===== src/hw/rtl/lsw_pkg.sv =====
// ----------------------------------------------------------------------------
// lsw_pkg
// Shared widths, item kind codes and controller/datapath interface types.
// ----------------------------------------------------------------------------
package lsw_pkg;

  localparam int unsigned SAMPLE_W  = 32;
  localparam int unsigned SUM_W     = 48;
  localparam int unsigned KIND_W    = 3;
  localparam int unsigned SECTION_W = 3;
  localparam int unsigned DIV_CNT_W = 6;

  localparam logic [KIND_W-1:0] KIND_RECORD    = 3'd0;
  localparam logic [KIND_W-1:0] KIND_QUERY     = 3'd1;
  localparam logic [KIND_W-1:0] KIND_REGISTER  = 3'd2;
  localparam logic [KIND_W-1:0] KIND_CLEAR     = 3'd3;
  localparam logic [KIND_W-1:0] KIND_CLEAR_ALL = 3'd4;

  typedef struct packed {
    logic accept;
    logic exec;
    logic q_start;
    logic div_step;
    logic cand_rd;
    logic cand_lat;
    logic scan;
    logic eval;
  } cmd_t;

  typedef struct packed {
    logic is_query;
    logic known;
    logic div_last;
    logic fill_zero;
    logic scan_last;
    logic cand_last;
  } sts_t;

endpackage


===== src/hw/rtl/lsw_ctrl.sv =====
// ----------------------------------------------------------------------------
// lsw_ctrl
// Sequencer for request decode, update, division and percentile selection.
// ----------------------------------------------------------------------------
module lsw_ctrl import lsw_pkg::*; (
  input  logic clk_i,
  input  logic rst_ni,
  input  logic in_valid_i,
  output logic in_ready_o,
  output logic out_valid_o,
  input  logic out_ready_i,
  input  sts_t sts_i,
  output cmd_t cmd_o
);

  localparam logic [3:0] ST_IDLE   = 4'd0;
  localparam logic [3:0] ST_EXEC   = 4'd1;
  localparam logic [3:0] ST_QSTART = 4'd2;
  localparam logic [3:0] ST_DIV    = 4'd3;
  localparam logic [3:0] ST_CAND   = 4'd4;
  localparam logic [3:0] ST_CLAT   = 4'd5;
  localparam logic [3:0] ST_SCAN   = 4'd6;
  localparam logic [3:0] ST_EVAL   = 4'd7;
  localparam logic [3:0] ST_OUT    = 4'd8;

  logic [3:0] state_q, state_d;

  always_ff @(posedge clk_i or negedge rst_ni) begin
    if (!rst_ni) begin
      state_q <= ST_IDLE;
    end else begin
      state_q <= state_d;
    end
  end

  always_comb begin
    state_d     = state_q;
    cmd_o       = '0;
    in_ready_o  = 1'b0;
    out_valid_o = 1'b0;
    case (state_q)
      ST_IDLE: begin
        in_ready_o = 1'b1;
        if (in_valid_i) begin
          cmd_o.accept = 1'b1;
          state_d      = ST_EXEC;
        end
      end
      ST_EXEC: begin
        if (sts_i.is_query) begin
          state_d = ST_QSTART;
        end else begin
          cmd_o.exec = 1'b1;
          state_d    = ST_IDLE;
        end
      end
      ST_QSTART: begin
        cmd_o.q_start = 1'b1;
        state_d       = sts_i.known ? ST_DIV : ST_OUT;
      end
      ST_DIV: begin
        cmd_o.div_step = 1'b1;
        if (sts_i.div_last) begin
          state_d = sts_i.fill_zero ? ST_OUT : ST_CAND;
        end
      end
      ST_CAND: begin
        cmd_o.cand_rd = 1'b1;
        state_d       = ST_CLAT;
      end
      ST_CLAT: begin
        cmd_o.cand_lat = 1'b1;
        state_d        = ST_SCAN;
      end
      ST_SCAN: begin
        cmd_o.scan = 1'b1;
        if (sts_i.scan_last) begin
          state_d = ST_EVAL;
        end
      end
      ST_EVAL: begin
        cmd_o.eval = 1'b1;
        state_d    = sts_i.cand_last ? ST_OUT : ST_CAND;
      end
      ST_OUT: begin
        out_valid_o = 1'b1;
        if (out_ready_i) begin
          state_d = ST_IDLE;
        end
      end
      default: begin
        state_d = ST_IDLE;
      end
    endcase
  end

endmodule


===== config.mk =====
export PLATFORM = sky130hd
export DESIGN_NAME = lsw_ctrl
export DESIGN_NICKNAME = d
export VERILOG_FILES = /design/src/hw/rtl/lsw_pkg.sv /design/src/hw/rtl/lsw_ctrl.sv
export SDC_FILE = /design/constraint.sdc
export NUM_CORES = 1
export LEC_CHECK = 0
export BUFFER_PORTS_ARGS = -buffer_cell sky130_fd_sc_hd__buf_2
export CAP_MARGIN = 10
export CORE_AREA = 3 3 40 42
export CTS_CLUSTER_SIZE = 30
export DETAILED_ROUTE_END_ITERATION = 10
export DIE_AREA = 0 0 43 45
export HOLD_SLACK_MARGIN = 0.12
export PLACE_DENSITY = 0.6
export SYNTH_ARGS = -nofsm -noshare
export SYNTH_HDL_FRONTEND = slang
export SYNTH_SLANG_ARGS = --single-unit

===== constraint.sdc =====
create_clock -name clk_i -period 3.7 [get_ports clk_i]
set_input_delay 0.555 -clock clk_i [delete_from_list [all_inputs] [get_ports clk_i]]
set_output_delay 0.555 -clock clk_i [all_outputs]
set_load 0.01 [all_outputs]

==> summary.md <==
| Metric | Value |
|---|---|
| Synth area leaders | dfrtp_1 26%, nand2b_1 4.9%, nor2_1 4.9% |
| First-pass GRT wire length | 1640 um |
| CTS resizes | 0 |
| Reg2Reg Capture Point | state_q[3] |
| Synth area leader | dfrtp_1 |
| DRT iter0 DRCs | 7 |
| Layout Cells excl Fill | 79 |
| Synth top area share | 0.259 |
| Hold WS | 0.508 ns |
| Area Growth Syn to Fin | 29.1% |
| FF-to-FF setup slack | 2.10 ns |
| Longest Clk Path Bufs | 2 |
| Crit start category | flip-flop |
| Die W | 43 um |
| Final setup margin | 1.65 ns |
| Post-placement cell count | 75 |
| Worst setup path start | state_q[2] |
| RSZ-0062 raised after global routing | no |
| Share of cells above drive strength 1 | 0.391 |
| Total GRT Usage | 0.114 |
| # fillers | 138 |
| Synth Flop Type | dfrtp_1 |
| CTS root buffer | clkbuf_4 |
| Cell variety after synth | 26 |
| Remaining DRCs | 0 |
| Critical Path End Type | output pin |
| Crit Path Max Fanout | 15 |
| FFs w/ async S/R, synth | 1.00 |
| Setup TNS | 0 ns |
| Die Ht | 45 um |
| Clock slew seen by the registers of the worst setup and hold paths | 0.03 ns |
| Final ANT Viol Nets | 0 |
| Nets | 76 |
| Post-layout util | 0.389 |
| Placed Instance Area | 467 um2 |
| Status | finished, final reports clean |
| Core footprint | 1280 um2 |
| Max-Cap Viols | 0 |
| H-tree levels | 1 |
| Yosys warns | 0 |
| Hpwl dp | 748 um |
| Hold_buf cts | 1 |
| Initial Util | 0.301 |
| GR Overflow Total | 0 |
| I/O Buffers | 19 |
| Clock latency on the worst-skew pair | 0.23 ns |
| I/O pins | 20 |
| Setup CP Type | reg2out |
| Avg Synthesized Cell Area | 8.59 um2 |
| Cell Area, Synth | 387 um2 |
| Worst hold path cell count | 2 |
| Worst-case hold path end point | state_q[3] |
| Cts bufs inserted | 3 |
| Core Rows | 13 |
| Initial antenna violation count | 0 |
| Syn Nets | 55 |
| Post-Synthesis Cells | 45 |
| Worst-margin pin slew | 0.478 ns |
| Number of global-route vias before repair | 379 |
| Most common cell after layout, fill and taps aside | buf_2 |
| Drt first pass iters | 4 |
| Largest net degree at the start of global routing | 16 |
| Post-CTS Setup Bufs | 0 |
| Yosys reg bits | 4 |
| Register area share after synthesis | 0.259 |
| Die area | 1940 um2 |
| Most frequent cells in the layout | 19 x buf_2, 5 x nor2_1, 4 x dfrtp_1 |
| Largest Register | state_q |
| Via density | 5.10 |
| Reg2reg start | state_q[2] |
| Top Registers | state_q: 4 flops |
| Period utilization | 0.553 |
| Rel. slew slack | 0.682 |
| Seq pwr share | 0.325 |
| Fin area | 499 um2 |
| Setup skew after layout | 0.00292 ns |
| WL per Instance | 12.0 um |
| Via count | 403 |
| CTS tree | done |
| HP Class | in2reg |
| DP Worst Slack | 1.89 ns |
| Leakage | 0.262 nW |
| Comb power frac | 0.524 |
| Final setup vio count | 0 |
| Clock net sink count | 4 |
| P_sw | 151 uW |
| Max reg flops | 4 |
| Power per Cell Area | 682 nW/um2 |
| F_max | 0.489 GHz |
| Total power draw | 340 uW |
| VDD IR max | 291 uV |
| Slew Limit Fails | 0 |
| Final min period | 2.05 ns |
| WP data arrival | 1.49 ns |
| Hold Path Origin | out_ready_i |
| Critical Path RT | 3.14 ns |
| Gpl congestion | 0.830 |
| Pint | 189 uW |
| Clock share of power | 0.151 |
| Reg2Reg Depth | 3 |
| Switching share of power | 0.444 |
| Antenna fix cells | 0 |
| EDFF count, synth | 0 |
| Final WL | 945 um |
| Final hold vios | 0 |
[routing by layer]
metal  share of wire  GRT usage  wire, um  vias up
met1            0.45      0.150       421      181
li1                -          -         -      209
met5               0          0         0        -
met4               0     0.0361         0        0
met2            0.48      0.168       449       13
met3           0.078     0.0518        74        0
[worst max-delay path, cell delays in order (launching register included)]
cell,delay [ns]
dfrtp_1,0.54
or4b_4,0.55
inv_1,0.06
buf_2,0.12
[area by class of cell]
class,count,area (um2),share of cell area
flip-flops and latches,4,100,0.201
well taps,15,18.8,0.0376
repair buffers,20,105,0.211
multi-input cells,34,241,0.484
clock buffers,3,22.5,0.0451
inverters,3,11.3,0.0226
[power by group through the flow]
| stage | registers, mW | clock network [mW] | logic (mW) |
|---|---|---|---|
| final | 0.111 | 0.0513 | 0.178 |
| after CTS | 0.110 | 0.0552 | 0.182 |
| after floorplan | 0.0715 | 0 | 0.182 |
| after global routing | 0.119 | 0.0603 | 0.199 |
| after global placement | 0.108 | 0 | 0.180 |
| after detailed placement | 0.110 | 0 | 0.180 |
[synthesized netlist by cell type (2+ instances only)]
master / number
nor2_1: 5
dfrtp_1: 4
inv_1: 3
nand2_1: 3
nand2b_1: 3
nor3_1: 3
nor3b_1: 2
nor4_1: 2
o22ai_1: 2
o31ai_1: 2
[how the worst max path moves through the flow]
stage	slack (ns)	endpoint
global route	1.57	cmd_o[5]
global placement	1.91	cmd_o[5]
CTS	1.64	cmd_o[5]
detailed placement	1.89	cmd_o[5]
finish	1.65	cmd_o[5]
floorplan	1.88	cmd_o[7]
[cell families (layout without fill, tap and decap cells)]
kind of cell,after synthesis,in the layout,share of synthesized area
AND/OR/NAND/NOR,23,23,0.350
AO/OA/AOI/OAI,10,10,0.249
buffers and inverters,7,26,0.116
multiplexers,1,1,0.0259
flip-flops,4,4,0.259
Note: power is estimated with default switching activity, not from simulation.
